**config.mk**
```make
export PLATFORM = sky130hd
export DESIGN_NAME = token_bucket_rate_limiter_table_top_flat
export DESIGN_NICKNAME = d
export VERILOG_FILES = /design/src/design/tbrl_pkg.sv /design/src/design/tbrl_req_if.sv /design/src/design/tbrl_rsp_if.sv /design/src/design/tbrl_ram.sv /design/src/design/tbrl_div.sv /design/src/design/tbrl_front.sv /design/src/design/tbrl_back.sv /design/src/design/token_bucket_rate_limiter_table_top.sv /design/src/flat_wrapper.sv
export SDC_FILE = /design/constraint.sdc
export NUM_CORES = 2
export LEC_CHECK = 0
export BUFFER_PORTS_ARGS = -buffer_cell sky130_fd_sc_hd__buf_4
export CAP_MARGIN = 5
export CORE_MARGIN = 2
export CORE_UTILIZATION = 57
export CTS_CLUSTER_DIAMETER = 80
export CTS_CLUSTER_SIZE = 10
export DETAILED_ROUTE_END_ITERATION = 12
export HOLD_SLACK_MARGIN = 0.08
export PLACE_DENSITY = 0.74
export SYNTH_ARGS = -nofsm -noshare
export SYNTH_HDL_FRONTEND = slang
export SYNTH_SLANG_ARGS = --single-unit
export TNS_END_PERCENT = 100
```
**constraint.sdc**
```tcl
create_clock -name clock -period 7.9 [get_ports clock]
set_input_delay 0 -clock clock [delete_from_list [all_inputs] [get_ports clock]]
set_output_delay 0 -clock clock [all_outputs]
set_load 0.05 [all_outputs]
```
**src/design/tbrl_pkg.sv**
```systemverilog
`timescale 1ns / 1ps

package tbrl_pkg;

   localparam int TABLE_ENTRIES = 32;
   localparam int IDX_W = (TABLE_ENTRIES > 1) ? $clog2(TABLE_ENTRIES) : 1;
   localparam int CNT_W = $clog2(TABLE_ENTRIES + 1);

   localparam int KEY_W = 32;
   localparam int TIME_W = 32;
   localparam int TOK_W = 8;
   localparam int BLK_W = 32;
   localparam int WIN_W = 32;
   localparam int PROD_W = TIME_W + TOK_W;
   localparam int DIV_CNT_W = $clog2(PROD_W + 1);

   localparam int QUEUE_DEPTH = 2;
   localparam int Q_PTR_W = (QUEUE_DEPTH > 1) ? $clog2(QUEUE_DEPTH) : 1;
   localparam int Q_CNT_W = $clog2(QUEUE_DEPTH + 1);

   localparam int APB_ADDR_W = 3;
   localparam int APB_DATA_W = 32;

   localparam logic [TOK_W-1:0] CAP_RESET = TOK_W'(50);
   localparam logic [WIN_W-1:0] WINDOW_RESET = WIN_W'(60000);

   typedef enum logic [0:0] {
      REG_CAPACITY = 1'b0,
      REG_WINDOW = 1'b1
   } reg_index_type;

   typedef enum logic [1:0] {
      OP_CHECK = 2'd0,
      OP_QUERY = 2'd1,
      OP_REFILL = 2'd2,
      OP_NONE = 2'd3
   } op_type;

   typedef enum logic [1:0] {
      STAT_ALLOWED = 2'd0,
      STAT_EMPTY = 2'd1,
      STAT_FULL = 2'd2,
      STAT_DONE = 2'd3
   } status_type;

   typedef struct packed {
      op_type op;
      logic [KEY_W-1:0] key;
      logic [TIME_W-1:0] now;
   } cmd_type;

   typedef struct packed {
      logic [TOK_W-1:0] tokens;
      logic [TIME_W-1:0] last_refill;
      logic [BLK_W-1:0] blocked;
   } entry_type;

   typedef struct packed {
      logic valid;
      cmd_type cmd;
   } queue_out_type;

endpackage

```
**src/design/tbrl_req_if.sv**
```systemverilog
`timescale 1ns / 1ps

interface tbrl_req_if
   import tbrl_pkg::*;
   ();
   logic valid;
   logic ready;
   logic [1:0] op;
   logic [KEY_W-1:0] endpoint_key;
   logic [TIME_W-1:0] now_ms;

   modport source (output valid, output op, output endpoint_key, output now_ms, input ready);
   modport sink (input valid, input op, input endpoint_key, input now_ms, output ready);
endinterface

```
**src/design/tbrl_rsp_if.sv**
```systemverilog
`timescale 1ns / 1ps

interface tbrl_rsp_if
   import tbrl_pkg::*;
   ();
   logic valid;
   logic ready;
   logic [1:0] status;
   logic [BLK_W-1:0] blocked_total;
   logic [TOK_W-1:0] tokens_left;

   modport source (output valid, output status, output blocked_total, output tokens_left,
                   input ready);
   modport sink (input valid, input status, input blocked_total, input tokens_left,
                 output ready);
endinterface

```
**src/design/tbrl_ram.sv**
```systemverilog
`timescale 1ns / 1ps

module tbrl_ram #(
   parameter int WIDTH = 8,
   parameter int DEPTH = 32
) (
   input  logic clock,
   input  logic we,
   input  logic [((DEPTH > 1) ? $clog2(DEPTH) : 1)-1:0] waddr,
   input  logic [WIDTH-1:0] wdata,
   input  logic [((DEPTH > 1) ? $clog2(DEPTH) : 1)-1:0] raddr,
   output logic [WIDTH-1:0] rdata
);

   logic [WIDTH-1:0] mem_ff [DEPTH];
   logic [WIDTH-1:0] rdata_ff;

   always_ff @(posedge clock) begin
      if (we) begin
         mem_ff[waddr] <= wdata;
      end
      rdata_ff <= mem_ff[raddr];
   end

   assign rdata = rdata_ff;

endmodule

```
**src/design/tbrl_div.sv**
```systemverilog
`timescale 1ns / 1ps

module tbrl_div
   import tbrl_pkg::*;
(
   input  logic clock,
   input  logic reset,
   input  logic start,
   input  logic [PROD_W-1:0] dividend,
   input  logic [WIN_W-1:0] divisor,
   output logic done,
   output logic [PROD_W-1:0] quotient
);

   logic busy_ff, busy_in;
   logic done_ff, done_in;
   logic [DIV_CNT_W-1:0] cnt_ff, cnt_in;
   logic [PROD_W-1:0] quo_ff, quo_in;
   logic [WIN_W:0] rem_ff, rem_in;
   logic [WIN_W-1:0] div_ff, div_in;
   logic [WIN_W:0] rem_sh;

   always_comb begin
      busy_in = busy_ff;
      done_in = 1'b0;
      cnt_in = cnt_ff;
      quo_in = quo_ff;
      rem_in = rem_ff;
      div_in = div_ff;
      rem_sh = {rem_ff[WIN_W-1:0], quo_ff[PROD_W-1]};
      if (start) begin
         busy_in = 1'b1;
         cnt_in = '0;
         quo_in = dividend;
         rem_in = '0;
         div_in = divisor;
      end else if (busy_ff) begin
         // one quotient bit per cycle, restoring
         if (rem_sh >= {1'b0, div_ff}) begin
            rem_in = rem_sh - {1'b0, div_ff};
            quo_in = {quo_ff[PROD_W-2:0], 1'b1};
         end else begin
            rem_in = rem_sh;
            quo_in = {quo_ff[PROD_W-2:0], 1'b0};
         end
         cnt_in = cnt_ff + 1'b1;
         if (cnt_ff == DIV_CNT_W'(PROD_W - 1)) begin
            busy_in = 1'b0;
            done_in = 1'b1;
         end
      end
   end

   always_ff @(posedge clock) begin
      if (reset) begin
         busy_ff <= 1'b0;
         done_ff <= 1'b0;
         cnt_ff <= '0;
      end else begin
         busy_ff <= busy_in;
         done_ff <= done_in;
         cnt_ff <= cnt_in;
      end
      quo_ff <= quo_in;
      rem_ff <= rem_in;
      div_ff <= div_in;
   end

   assign done = done_ff;
   assign quotient = quo_ff;

endmodule

```
**src/design/tbrl_front.sv**
```systemverilog
`timescale 1ns / 1ps

module tbrl_front
   import tbrl_pkg::*;
(
   input  logic clock,
   input  logic reset,
   tbrl_req_if.sink req_bus,
   input  logic cmd_pop,
   output queue_out_type queue_out
);

   cmd_type q_ff [QUEUE_DEPTH];
   logic [Q_PTR_W-1:0] wr_ptr_ff, wr_ptr_in;
   logic [Q_PTR_W-1:0] rd_ptr_ff, rd_ptr_in;
   logic [Q_CNT_W-1:0] count_ff, count_in;
   logic push;
   logic pop;
   cmd_type new_cmd;

   assign req_bus.ready = (count_ff < Q_CNT_W'(QUEUE_DEPTH));
   assign push = req_bus.valid && req_bus.ready;
   assign pop = cmd_pop && (count_ff != '0);

   // classify the request; the unused op code becomes a no-op
   always_comb begin
      new_cmd.key = req_bus.endpoint_key;
      new_cmd.now = req_bus.now_ms;
      case (req_bus.op)
         OP_CHECK: new_cmd.op = OP_CHECK;
         OP_QUERY: new_cmd.op = OP_QUERY;
         OP_REFILL: new_cmd.op = OP_REFILL;
         default: new_cmd.op = OP_NONE;
      endcase
   end

   always_comb begin
      wr_ptr_in = push ? wr_ptr_ff + 1'b1 : wr_ptr_ff;
      rd_ptr_in = pop ? rd_ptr_ff + 1'b1 : rd_ptr_ff;
      count_in = count_ff;
      if (push && !pop) begin
         count_in = count_ff + 1'b1;
      end else if (pop && !push) begin
         count_in = count_ff - 1'b1;
      end
   end

   always_ff @(posedge clock) begin
      if (reset) begin
         wr_ptr_ff <= '0;
         rd_ptr_ff <= '0;
         count_ff <= '0;
      end else begin
         wr_ptr_ff <= wr_ptr_in;
         rd_ptr_ff <= rd_ptr_in;
         count_ff <= count_in;
      end
      if (push) begin
         q_ff[wr_ptr_ff] <= new_cmd;
      end
   end

   assign queue_out.valid = (count_ff != '0);
   assign queue_out.cmd = q_ff[rd_ptr_ff];

endmodule

```
**src/design/tbrl_back.sv**
```systemverilog
`timescale 1ns / 1ps

module tbrl_back
   import tbrl_pkg::*;
(
   input  logic clock,
   input  logic reset,
   input  queue_out_type queue_out,
   output logic cmd_pop,
   input  logic [TOK_W-1:0] capacity,
   input  logic [WIN_W-1:0] window,
   tbrl_rsp_if.source rsp_bus
);

   typedef enum logic [6:0] {
      S_IDLE = 7'b0000001,
      S_READ = 7'b0000010,
      S_CMP = 7'b0000100,
      S_MUL = 7'b0001000,
      S_DIV = 7'b0010000,
      S_UPD = 7'b0100000,
      S_SWEEP = 7'b1000000
   } state_type;

   state_type state_ff, state_in;
   logic [CNT_W-1:0] idx_ff, idx_in;
   logic [CNT_W-1:0] used_ff, used_in;
   cmd_type cmd_ff, cmd_in;
   entry_type ent_ff, ent_in;

   logic rsp_valid_ff, rsp_valid_in;
   status_type status_ff, status_in;
   logic [BLK_W-1:0] blocked_ff, blocked_in;
   logic [TOK_W-1:0] tokens_ff, tokens_in;

   logic key_we;
   logic [IDX_W-1:0] key_waddr;
   logic [KEY_W-1:0] rd_key;
   logic st_we;
   entry_type st_wdata;
   entry_type rd_ent;

   logic div_start;
   logic div_done;
   logic [PROD_W-1:0] dividend;
   logic [WIN_W-1:0] divisor;
   logic [PROD_W-1:0] gain;
   logic [PROD_W:0] sum;
   logic [TOK_W-1:0] refilled;
   logic [TIME_W-1:0] elapsed;

   tbrl_ram #(.WIDTH(KEY_W), .DEPTH(TABLE_ENTRIES)) u_key_ram (
      .clock(clock),
      .we(key_we),
      .waddr(key_waddr),
      .wdata(cmd_ff.key),
      .raddr(idx_ff[IDX_W-1:0]),
      .rdata(rd_key)
   );

   tbrl_ram #(.WIDTH($bits(entry_type)), .DEPTH(TABLE_ENTRIES)) u_entry_ram (
      .clock(clock),
      .we(st_we),
      .waddr(idx_ff[IDX_W-1:0]),
      .wdata(st_wdata),
      .raddr(idx_ff[IDX_W-1:0]),
      .rdata(rd_ent)
   );

   assign elapsed = cmd_ff.now - ent_ff.last_refill;
   assign dividend = PROD_W'(elapsed) * PROD_W'(capacity);
   assign divisor = (window == '0) ? WIN_W'(1) : window;
   assign div_start = (state_ff == S_MUL);

   tbrl_div u_div (
      .clock(clock),
      .reset(reset),
      .start(div_start),
      .dividend(dividend),
      .divisor(divisor),
      .done(div_done),
      .quotient(gain)
   );

   // add the refill and cap it; the cap applies only when tokens are added
   always_comb begin
      sum = (PROD_W + 1)'(ent_ff.tokens) + (PROD_W + 1)'(gain);
      if (sum > (PROD_W + 1)'(capacity)) begin
         refilled = capacity;
      end else begin
         refilled = sum[TOK_W-1:0];
      end
   end

   always_comb begin
      state_in = state_ff;
      idx_in = idx_ff;
      used_in = used_ff;
      cmd_in = cmd_ff;
      ent_in = ent_ff;
      cmd_pop = 1'b0;
      key_we = 1'b0;
      key_waddr = used_ff[IDX_W-1:0];
      st_we = 1'b0;
      st_wdata = ent_ff;
      rsp_valid_in = rsp_valid_ff && !rsp_bus.ready;
      status_in = status_ff;
      blocked_in = blocked_ff;
      tokens_in = tokens_ff;

      case (state_ff)
         S_IDLE: begin
            if (queue_out.valid && (!rsp_valid_ff || rsp_bus.ready)) begin
               cmd_pop = 1'b1;
               cmd_in = queue_out.cmd;
               idx_in = '0;
               case (queue_out.cmd.op)
                  OP_CHECK, OP_QUERY: state_in = S_READ;
                  OP_REFILL: state_in = S_SWEEP;
                  default: begin
                     rsp_valid_in = 1'b1;
                     status_in = STAT_DONE;
                     blocked_in = '0;
                     tokens_in = '0;
                  end
               endcase
            end
         end
         S_READ: begin
            if (idx_ff == used_ff) begin
               // key not in the table
               state_in = S_IDLE;
               if (cmd_ff.op == OP_CHECK && used_ff < CNT_W'(TABLE_ENTRIES)) begin
                  key_we = 1'b1;
                  used_in = used_ff + 1'b1;
                  ent_in.tokens = capacity;
                  ent_in.last_refill = cmd_ff.now;
                  ent_in.blocked = '0;
                  state_in = S_MUL;
               end else begin
                  rsp_valid_in = 1'b1;
                  status_in = (cmd_ff.op == OP_CHECK) ? STAT_FULL : STAT_DONE;
                  blocked_in = '0;
                  tokens_in = '0;
               end
            end else begin
               state_in = S_CMP;
            end
         end
         S_CMP: begin
            if (rd_key == cmd_ff.key) begin
               if (cmd_ff.op == OP_CHECK) begin
                  ent_in = rd_ent;
                  state_in = S_MUL;
               end else begin
                  rsp_valid_in = 1'b1;
                  status_in = STAT_DONE;
                  blocked_in = rd_ent.blocked;
                  tokens_in = '0;
                  state_in = S_IDLE;
               end
            end else begin
               idx_in = idx_ff + 1'b1;
               state_in = S_READ;
            end
         end
         S_MUL: begin
            state_in = S_DIV;
         end
         S_DIV: begin
            if (div_done) begin
               state_in = S_UPD;
            end
         end
         S_UPD: begin
            st_wdata = ent_ff;
            if (gain != '0) begin
               st_wdata.tokens = refilled;
               st_wdata.last_refill = cmd_ff.now;
            end
            if (st_wdata.tokens != '0) begin
               st_wdata.tokens = st_wdata.tokens - 1'b1;
               status_in = STAT_ALLOWED;
            end else begin
               st_wdata.blocked = ent_ff.blocked + 1'b1;
               status_in = STAT_EMPTY;
            end
            st_we = 1'b1;
            rsp_valid_in = 1'b1;
            blocked_in = st_wdata.blocked;
            tokens_in = st_wdata.tokens;
            state_in = S_IDLE;
         end
         S_SWEEP: begin
            if (idx_ff == used_ff) begin
               rsp_valid_in = 1'b1;
               status_in = STAT_DONE;
               blocked_in = '0;
               tokens_in = '0;
               state_in = S_IDLE;
            end else begin
               st_we = 1'b1;
               st_wdata.tokens = capacity;
               st_wdata.last_refill = cmd_ff.now;
               st_wdata.blocked = '0;
               idx_in = idx_ff + 1'b1;
            end
         end
         default: begin
            state_in = S_IDLE;
         end
      endcase
   end

   always_ff @(posedge clock) begin
      if (reset) begin
         state_ff <= S_IDLE;
         idx_ff <= '0;
         used_ff <= '0;
         rsp_valid_ff <= 1'b0;
      end else begin
         state_ff <= state_in;
         idx_ff <= idx_in;
         used_ff <= used_in;
         rsp_valid_ff <= rsp_valid_in;
      end
      cmd_ff <= cmd_in;
      ent_ff <= ent_in;
      status_ff <= status_in;
      blocked_ff <= blocked_in;
      tokens_ff <= tokens_in;
   end

   assign rsp_bus.valid = rsp_valid_ff;
   assign rsp_bus.status = status_ff;
   assign rsp_bus.blocked_total = blocked_ff;
   assign rsp_bus.tokens_left = tokens_ff;

endmodule

```
**src/design/token_bucket_rate_limiter_table_top.sv**
```systemverilog
`timescale 1ns / 1ps

// Per-key token bucket table with up to 32 buckets, allocated in order of first use.
// Requests enter a two-deep queue and are then served one at a time. A check walks
// the active keys entry by entry (registered table read, then compare), then forms
// the elapsed-time product and runs the bit-serial divider that turns it into
// refilled tokens before the entry is updated. A query walks the entries with the
// same read and compare; a refill rewrites each active entry in turn. Each request
// gives exactly one response, held in an output register until taken. No clearing
// pass runs after reset. Capacity and window sit at byte addresses 0 and 4 of the
// APB port; the user must write them only while no request is in flight, as the
// block itself does not enforce it; a window of 0 acts as 1.
module token_bucket_rate_limiter_table_top
   import tbrl_pkg::*;
(
   input  logic clock,
   input  logic reset,
   tbrl_req_if.sink req_bus,
   tbrl_rsp_if.source rsp_bus,
   input  logic psel,
   input  logic penable,
   input  logic pwrite,
   input  logic [APB_ADDR_W-1:0] paddr,
   input  logic [APB_DATA_W-1:0] pwdata,
   output logic [APB_DATA_W-1:0] prdata,
   output logic pready
);

   logic [TOK_W-1:0] capacity_ff, capacity_in;
   logic [WIN_W-1:0] window_ff, window_in;
   logic csr_write;
   reg_index_type csr_index;
   queue_out_type queue_out;
   logic cmd_pop;

   assign pready = 1'b1;
   assign csr_write = psel && penable && pwrite;
   assign csr_index = reg_index_type'(paddr[2]);

   always_comb begin
      capacity_in = capacity_ff;
      window_in = window_ff;
      if (csr_write) begin
         case (csr_index)
            REG_CAPACITY: capacity_in = pwdata[TOK_W-1:0];
            REG_WINDOW: window_in = pwdata[WIN_W-1:0];
            default: begin
               capacity_in = capacity_ff;
            end
         endcase
      end
   end

   always_comb begin
      case (csr_index)
         REG_CAPACITY: prdata = APB_DATA_W'(capacity_ff);
         REG_WINDOW: prdata = APB_DATA_W'(window_ff);
         default: prdata = '0;
      endcase
   end

   always_ff @(posedge clock) begin
      if (reset) begin
         capacity_ff <= CAP_RESET;
         window_ff <= WINDOW_RESET;
      end else begin
         capacity_ff <= capacity_in;
         window_ff <= window_in;
      end
   end

   tbrl_front u_front (
      .clock(clock),
      .reset(reset),
      .req_bus(req_bus),
      .cmd_pop(cmd_pop),
      .queue_out(queue_out)
   );

   tbrl_back u_back (
      .clock(clock),
      .reset(reset),
      .queue_out(queue_out),
      .cmd_pop(cmd_pop),
      .capacity(capacity_ff),
      .window(window_ff),
      .rsp_bus(rsp_bus)
   );

endmodule
```
**src/flat_wrapper.sv**
```systemverilog
// flat-port wrapper written by rule: the top's interface ports become plain ports
module token_bucket_rate_limiter_table_top_flat import tbrl_pkg::*;
  (clock, reset, psel, penable, pwrite, paddr, pwdata, prdata, pready, req_bus_valid, req_bus_op, req_bus_endpoint_key, req_bus_now_ms, req_bus_ready, rsp_bus_valid, rsp_bus_status, rsp_bus_blocked_total, rsp_bus_tokens_left, rsp_bus_ready);
  tbrl_req_if req_bus_i ();
  tbrl_rsp_if rsp_bus_i ();
  input  logic clock;
  input  logic reset;
  input  logic psel;
  input  logic penable;
  input  logic pwrite;
  input  logic [APB_ADDR_W-1:0] paddr;
  input  logic [APB_DATA_W-1:0] pwdata;
  output logic [APB_DATA_W-1:0] prdata;
  output logic pready;
  input wire logic [$bits(req_bus_i.valid)-1:0] req_bus_valid;
  input wire logic [$bits(req_bus_i.op)-1:0] req_bus_op;
  input wire logic [$bits(req_bus_i.endpoint_key)-1:0] req_bus_endpoint_key;
  input wire logic [$bits(req_bus_i.now_ms)-1:0] req_bus_now_ms;
  output wire logic [$bits(req_bus_i.ready)-1:0] req_bus_ready;
  output wire logic [$bits(rsp_bus_i.valid)-1:0] rsp_bus_valid;
  output wire logic [$bits(rsp_bus_i.status)-1:0] rsp_bus_status;
  output wire logic [$bits(rsp_bus_i.blocked_total)-1:0] rsp_bus_blocked_total;
  output wire logic [$bits(rsp_bus_i.tokens_left)-1:0] rsp_bus_tokens_left;
  input wire logic [$bits(rsp_bus_i.ready)-1:0] rsp_bus_ready;
  assign req_bus_i.valid = req_bus_valid;
  assign req_bus_i.op = req_bus_op;
  assign req_bus_i.endpoint_key = req_bus_endpoint_key;
  assign req_bus_i.now_ms = req_bus_now_ms;
  assign req_bus_ready = req_bus_i.ready;
  assign rsp_bus_valid = rsp_bus_i.valid;
  assign rsp_bus_status = rsp_bus_i.status;
  assign rsp_bus_blocked_total = rsp_bus_i.blocked_total;
  assign rsp_bus_tokens_left = rsp_bus_i.tokens_left;
  assign rsp_bus_i.ready = rsp_bus_ready;
  token_bucket_rate_limiter_table_top u_core (.clock(clock), .reset(reset), .req_bus(req_bus_i), .rsp_bus(rsp_bus_i), .psel(psel), .penable(penable), .pwrite(pwrite), .paddr(paddr), .pwdata(pwdata), .prdata(prdata), .pready(pready));
endmodule
```
# Yosys cells after proc, flatten, opt, wreduce, memory -nomap -nowiden
# Memory sizes are Yosys's and may differ from the RTL's. A register that Yosys moved wholly into a read port is not among the register bits.
# Cells that the tools add are included.
[totals] inputBits=108 word_cells=197 ram_bits=3460 register_bits=356 out_inout_bits=77 memories=3
[mem_list] memory="u_core.u_back.u_entry_ram.mem_ff" words=32 width=72 read_ports=1 rd_ports_with_merged_regs=1 write_ports=1 line_no="tbrl_ram.sv:15" source="logic [WIDTH-1:0] mem_ff [DEPTH];"
[mem_list] memory="u_core.u_back.u_key_ram.mem_ff" words=32 width=32 read_ports=1 rd_ports_with_merged_regs=1 write_ports=1 line_no="tbrl_ram.sv:15"
[mem_list] memory="u_core.u_front.q_ff" words=2 width=66 read_ports=1 rd_ports_with_merged_regs=1 write_ports=1 line_no="tbrl_front.sv:13" source="cmd_type q_ff [QUEUE_DEPTH];"
[classes] n_reduce_logical=38 mux=86 order_cmp=4 bitwise_logic=2 eq_ne=27 add_sub_neg=12 mul=1
[ops] op="2-to-1 mux 72 bit" count=5
[ops] op="2-to-1 mux 32 bit" count=9
[ops] op="case mux 72 bit (2 select lines)" count=2
[ops] op="2-to-1 mux 40 bit" count=4
[ops] op="case mux 32 bit (5 select lines)" count=1
[ops] op="2-to-1 mux 8 bit" count=9
[ops] op="case mux 32 bit (2 select lines)" count=1
[ops] op="subtractor 32 bit" count=2
[ops] op="case mux 7 bit (6 select lines)" count=1
[ops] op="adder 8 x 40 -> 41 bit" count=1
[ops] op="> comparator 41 x 8 -> 1 bit" count=1
[ops] op="multiplier 32 x 8 -> 40 bit" count=1
[ops] op="case mux 8 bit (5 select lines)" count=1
[ops] op="nonzero test 40 bit" count=1
[ops] op="2-to-1 mux 7 bit" count=5
[ops] op=">= comparator 33 x 32 -> 1 bit" count=1
[ops] op="adder 32 x 1 -> 32 bit, second input constant" count=1
[ops] op="equality test 32 bit" count=1
[ops] op="logical NOT 32 bit" count=1
[ops] op="2-to-1 mux 1 bit" count=28
[ops] op="inequality test 2 bit, second input constant" count=11
[ops] op="adder 6 x 1 -> 6 bit, second input constant" count=3
[ops] op="2-to-1 mux 2 bit" count=9
[ops] op="2-to-1 mux 6 bit" count=3
[ops] op="other kinds (42)" count=68

# Logic depth before layout (Yosys ltp)
[depth] word_depth=9 mapped_depth=35 mapped_depth_nobuf=34

# Hierarchy
# From an unflattened synthesis, not the netlist that was laid out.
[unflattened] cells_unflattened=9826 area_unflattened_um2=164356.4
[by_module_without_submodules] mod="tbrl_ram (u_core.u_back.u_entry_ram)" seq_area_each_um2=70627.7 area_each_um2=89120.5 n_inst=1 cells_each=4208
[by_module_without_submodules] mod="tbrl_ram (u_core.u_back.u_key_ram)" seq_area_each_um2=31390.1 area_each_um2=40492.6 n_inst=1 cells_each=2260
[by_module_without_submodules] mod="tbrl_back" seq_area_each_um2=5805.6 area_each_um2=21505.6 n_inst=1 cells_each=2325
[by_module_without_submodules] mod="tbrl_div" seq_area_each_um2=2962.8 area_each_um2=6200.9 n_inst=1 cells_each=594
[by_module_without_submodules] mod="tbrl_front" seq_area_each_um2=4063.9 area_each_um2=4994.8 n_inst=1 cells_each=230
[by_module_without_submodules] mod="token_bucket_rate_limiter_table_top" seq_area_each_um2=800.8 area_each_um2=2042.0 n_inst=1 cells_each=209

# Worst setup path before layout
# Ideal clock, no wire load.
[synth_timing] path_kind="register -> register" start="reg u_core.u_back.ent_ff[32] (netlist bit)" end="reg u_core.u_back.u_div.quo_ff[39], in the netlist u_core.u_back.u_div.quotient[39] (data pin)" path_buffers=2 path_stages_with_launch=35 required_time_ns=7.634 setup_time_ns=0.266 period_less_slack_ns=7.802 path_slack_ns=0.098 t_arrival_ns=7.536 cell_sequence="edfxtp_1 ha_1 fa_1 nand2b_1 a21boi_0 o21ai_0 a221oi_1 o31a_1 clkbuf_1 o211a_1 and2_1 clkbuf_1 o21ai_0 a21oi_1 and2_1 fa_1 fa_1 fa_1 inv_1 fa_1 inv_1 ha_1 a21o_1 a21o_1 a21oi_1 nor2b_1 o21ai_0 o31a_1 o211ai_1 a311o_1 a41oi_1 a21oi_1 a21oi_1 xnor2_1 o21ai_0"
[synth_between] elab_chain_cells=3
[synth_lines] item="start, declared" line_no="tbrl_back.sv:29" source="entry_type ent_ff, ent_in;"
[synth_lines] item="start signal, assigned" line_no="tbrl_back.sv:228" source="ent_ff <= ent_in;"
[synth_lines] item="subtractor 32 bit" line_no="tbrl_back.sv:70" source="assign elapsed = cmd_ff.now - ent_ff.last_refill;"
[synth_lines] item="multiplier 32 x 8 -> 40 bit" line_no="tbrl_back.sv:71" source="assign dividend = PROD_W'(elapsed) * PROD_W'(capacity);"
[synth_lines] item="2-to-1 mux 40 bit" line_no="tbrl_div.sv:31" source="if (start) begin"
[synth_lines] item="via u_core.u_back.u_div.quo_in[39]" line_no="tbrl_div.sv:18" source="logic [PROD_W-1:0] quo_ff, quo_in;"
[synth_lines] item="end signal, assigned" line_no="tbrl_div.sv:64" source="quo_ff <= quo_in;"
[synth_lines] item="end, declared" line_no="tbrl_div.sv:18"
# The timed path passes the listed nets, and every way through them passes these cells.
# A chain may end at the register's enable or synchronous reset.

# Final worst setup path
[layout_timing] start="reg u_core.u_back.cmd_ff[0] (netlist bit)" end="reg u_core.u_back.u_div.quo_ff[37], in the netlist u_core.u_back.u_div.quotient[37] (data pin)"
[layout_between] elab_chain_cells=3
[layout_lines] item="start, declared" line_no="tbrl_back.sv:28" source="cmd_type cmd_ff, cmd_in;"
[layout_lines] item="start signal, assigned" line_no="tbrl_back.sv:227" source="cmd_ff <= cmd_in;"
[layout_lines] item="subtractor 32 bit" line_no="tbrl_back.sv:70"
[layout_lines] item="multiplier 32 x 8 -> 40 bit" line_no="tbrl_back.sv:71"
[layout_lines] item="2-to-1 mux 40 bit" line_no="tbrl_div.sv:31"
[layout_lines] item="via u_core.u_back.u_div.quo_in[37]" line_no="tbrl_div.sv:18"
# The timed path passes the listed nets, and every way through them passes these cells.

==> summary.md <==
| Metric | Value |
|---|---|
| Die Y | 533.1 um |
| Fraction of power consumed by the clock network | 29.1% |
| Adder-Cell Fraction of Synth Area | 3.488% |
| CP max stage delay | 0.52 ns |
| # rows | between 150 and 200 |
| Detail Placement HPWL | 222,500 um |
| Final slew viol count | 0 |
| Area Overhead vs Synth | 14.88% |
| Via count | 88,557 |
| Largest net degree at the start of global routing | 155 |
| Clock skew | 0.1001 ns |
| Drt wl/cell | approximately 32 um |
| DRT Wirelength | 423,900 um |
| Port bufs | 181 |
| Flop pwr share | 39.4% |
| Final nets | 9,764 |
| Pint | between 40 and 50 mW |
| Clock sinks | 3,921 |
| CTS tree | yes |
| WP data arrival | around 8.4 ns |
| Mean Syn Cell Area | 18.62 um2 |
| Sequential area share after synthesis | approximately 72% |
| Top_reg_cell synth | edfxtp_1 |
| Leakage | roughly 59 nW |
| Top cells by count, synth | edfxtp_1, mux4_2, nand2_1 |
| Synth area leaders | edfxtp_1, mux4_2, dfxtp_1 |
| Syn. warnings | 0 |
| # fillers | 17,685 |
| Initial antenna violation count | 19 |
| Switching share of power | 31.16% |
| Drt pass-1 iters | 6 |
| Worst path slowest cell | fa_1 |
| Dpl ws | -0.3241 ns |
| Max-cap viol count | 0 |
| CP delay by family, top | compound AO/OA/AOI/OAI gates |
| Most frequent cell on the critical path | fa_1 |
| Bufs and invs on worst path | 5 |
| Total die area | 284,200 um2 |
| NetSw | 19.67 mW |
| Routability Congestion | 0.8532 |
| Mapped Cells | 8,570 |
| Chip width | 533.1 um |
| Proportion of synthesized area in mux cells | 12.37% |
| Flop2flop setup slack | 0.18 ns |
| Clock buffer count from CTS | 435 |
| Vias in the first global route | 89,349 |
| Max_slew headroom | 11.10% |
| Slew @ Worst Pin | 1.334 ns |
| Synthesized net count | between 9,000 and 10,000 |
| Vias per inst | ~6.6 |
| Post-synth EDFFs | 3,712 |
| Mapped Area | 159,500 um2 |
| Core ar. | 278,900 um2 |
| Post-synth top area cell | edfxtp_1 |
| Post-synthesis simple-gate area fraction | 4.377% |
| Multi-input logic area | about 42,000 um2 |
| Ports | 185 |
| Design Power | roughly 63 mW |
| Share of cells above drive strength 1 | 22.24% |
| Gate power share | 31.5% |
| Storage cell area | 115,700 um2 |
| Crit path kind | flop to flop |
| Global route overflow | 0 |
| Global-route wire length before repair | 612,000 um |
| CTS root buffer | clkbuf_16 |
| Period minus WS final | 7.719 ns |
| Reg clk slew, reported paths | 0.06 ns |
| Setup TNS | 0 ns |
| Crit share post-route | 97.70% |
| Clock Path Buffers | 4 |
| Outcome | finished, final reports clean |
| Max Freq | 0.1296 GHz |
| Antenna-violating nets left | 0 |
| CP endpoint kind | flop |
| Clk_lat worst skew | a little under 1 ns |
| CP Launch Type | flop |
| Main combinational cell family by area after synthesis | multiplexers |
| WP data required | 8.57 ns |
| Post-synthesis compound-gate area fraction | 4.496% |
| CTS H-tree depth | 5 |
| Setup violations, final | 0 |
| Post-synthesis sequential element count | 3,921 |
| Gr usage total | 29.48% |
| Final setup margin | between 0.15 and 0.2 ns |
| Async set-reset flop share out of synthesis | 0% |
| DR iter-0 viols | 12,995 |
| Crit path max fanout | 7 |
| Worst min path class | input port to flop |
| Hold slack | 0.1977 ns |
| Cell variety after synth | slightly below 90 |
| Top cell type's share of synthesized area | 69.87% |
| Xor-xnor portion of the synthesized cell area | less than 1% |
| Initial Util | ~57% |
| RSZ-0062 raised after global routing | true |
| Most common cell in the netlist | edfxtp_1 |
| Maximum VDD drop | 821.2 uV |
| Power per cell area | about 340 nW/um2 |
| Post-route DRC violation count | 0 |
| Fin. Hold Viols | 0 |
## cell usage in the layout, fill, tap and decap left out, drive strengths merged, types with 17 or more instances in the layout
master       netlist  final
xor2              80     80
a22oi            417    417
or2               17     17
nand4            156    156
nor2b             19     19
a21oi            161    161
clkbuf           341    734
dlygate4sd3        0    257
a31oi             25     25
a21o              80     80
and2             235    235
nand3             61     61
inv              279    293
dfxtp            209    209
edfxtp          3712   3712
fa               183    183
nor3              59     59
clkinv             4     19
or3               23     23
mux4             832    832
nand2b            32     32
nand2            459    459
xnor2             98     98
nand3b            18     18
mux2i             22     22
ha               152    152
o21ai            213    213
nor2             230    230
o31ai             35     37
mux2              69     69
nor4              42     42
buf              129    525
## kinds of logic after synthesis
logic type               Yosys count
AO/OA/AOI/OAI                   1066
XOR/XNOR                         178
adder cells (fa/ha/maj)          335
buffers and inverters            753
flip-flops                      3921
multiplexers                     923
other                              1
AND/OR/NAND/NOR                 1393
## what timing repair did
action | in CTS | in global routing
resized for setup | 13 | 75
hold endpoints to repair | 259 | 0
buffers inserted | 1 | 13
hold buffers | 257 | 0
cloned | 0 | 2
pin swaps | 2 | 55
endpoints found under the setup margin | 5 | 109
## flip-flops by register name, summed over array words and instances (netlist names), 40 cells and up, named ones only
signal,flops
u_core.u_front.q_ff,132
u_core.u_back.u_entry_ram.rdata,72
u_core.u_back.u_div.quotient,40
u_core.u_back.ent_ff,72
u_core.u_back.u_key_ram.mem_ff,1024
u_core.u_back.u_entry_ram.mem_ff,2304
u_core.u_back.cmd_ff,66
## power groups by stage
stage	logic (mW)	registers, mW	clock network [mW]
2_1_floorplan	12.1	25.5	0
3_3_place_gp	18.0	25.2	0
3_5_place_dp	18.4	25.3	0
4_1_cts	18.7	24.9	18.5
5_1_grt	22.2	25.0	19.3
6_report	19.9	24.9	18.4
## metal layers
layer  track usage, %  part of all wire (%)  vias to the layer above  wire length [um]
met5                0                 0.013                        -                54
met4            9.429                   3.4                        8             14620
met3            5.873                    11                      914             47880
met2            46.79                    48                     6036            203400
met1            41.68                    37                    45779            157900
li1                 -                     -                    35820                 -
## per-stage QoR
step / cells / instance area, um2 / util (%)
4_1_cts: 13352 / 182600 / 65.49
2_1_floorplan: 8570 / 159500 / -
6_report: 13384 / 183300 / 65.72
5_1_grt: 13377 / 183300 / 65.71
3_5_place_dp: 12329 / 167300 / 59.98
3_3_place_gp: 12329 / 167300 / 59.98
## path summary, 6_finish.rpt
check | to | start | depth (start not counted)
setup reg to reg | u_core.u_back.u_div.quotient[37]$_DFFE_PP_ | u_core.u_back.cmd_ff[0]$_DFFE_PP_ | 35
hold reg to reg | u_core.u_back.u_div.rem_ff[18]$_SDFFE_PP0P_ | u_core.u_back.u_div.rem_ff[18]$_SDFFE_PP0P_ | 2
hold / removal | u_core.u_back.used_ff[1]$_SDFFE_PP0P_ | reset | 3
setup / recovery | u_core.u_back.u_div.quotient[37]$_DFFE_PP_ | u_core.u_back.cmd_ff[0]$_DFFE_PP_ | 35
## worst register-to-register path, delay by kind of cell (launching register included)
| kind | cells | cell delay (ns) |
|---|---|---|
| buffers and inverters | 5 | 0.48 |
| AND/OR/NAND/NOR | 4 | 0.50 |
| flip-flops | 1 | 0.37 |
| XOR/XNOR | 2 | 0.29 |
| AO/OA/AOI/OAI | 17 | 3.05 |
| adder cells (fa/ha/maj) | 7 | 2.75 |
## layout make-up
class | count | share of cell area [%]
diodes | 11 | 0.01502
clock buffers | 734 | 6.632
clock inverters | 31 | 0.3072
inverters | 283 | 0.5803
multi-input cells | 3898 | 23.12
flip-flops and latches | 3921 | 63.11
well taps | 3724 | 2.542
repair buffers | 782 | 3.699
(Power assumes the default switching activity.)
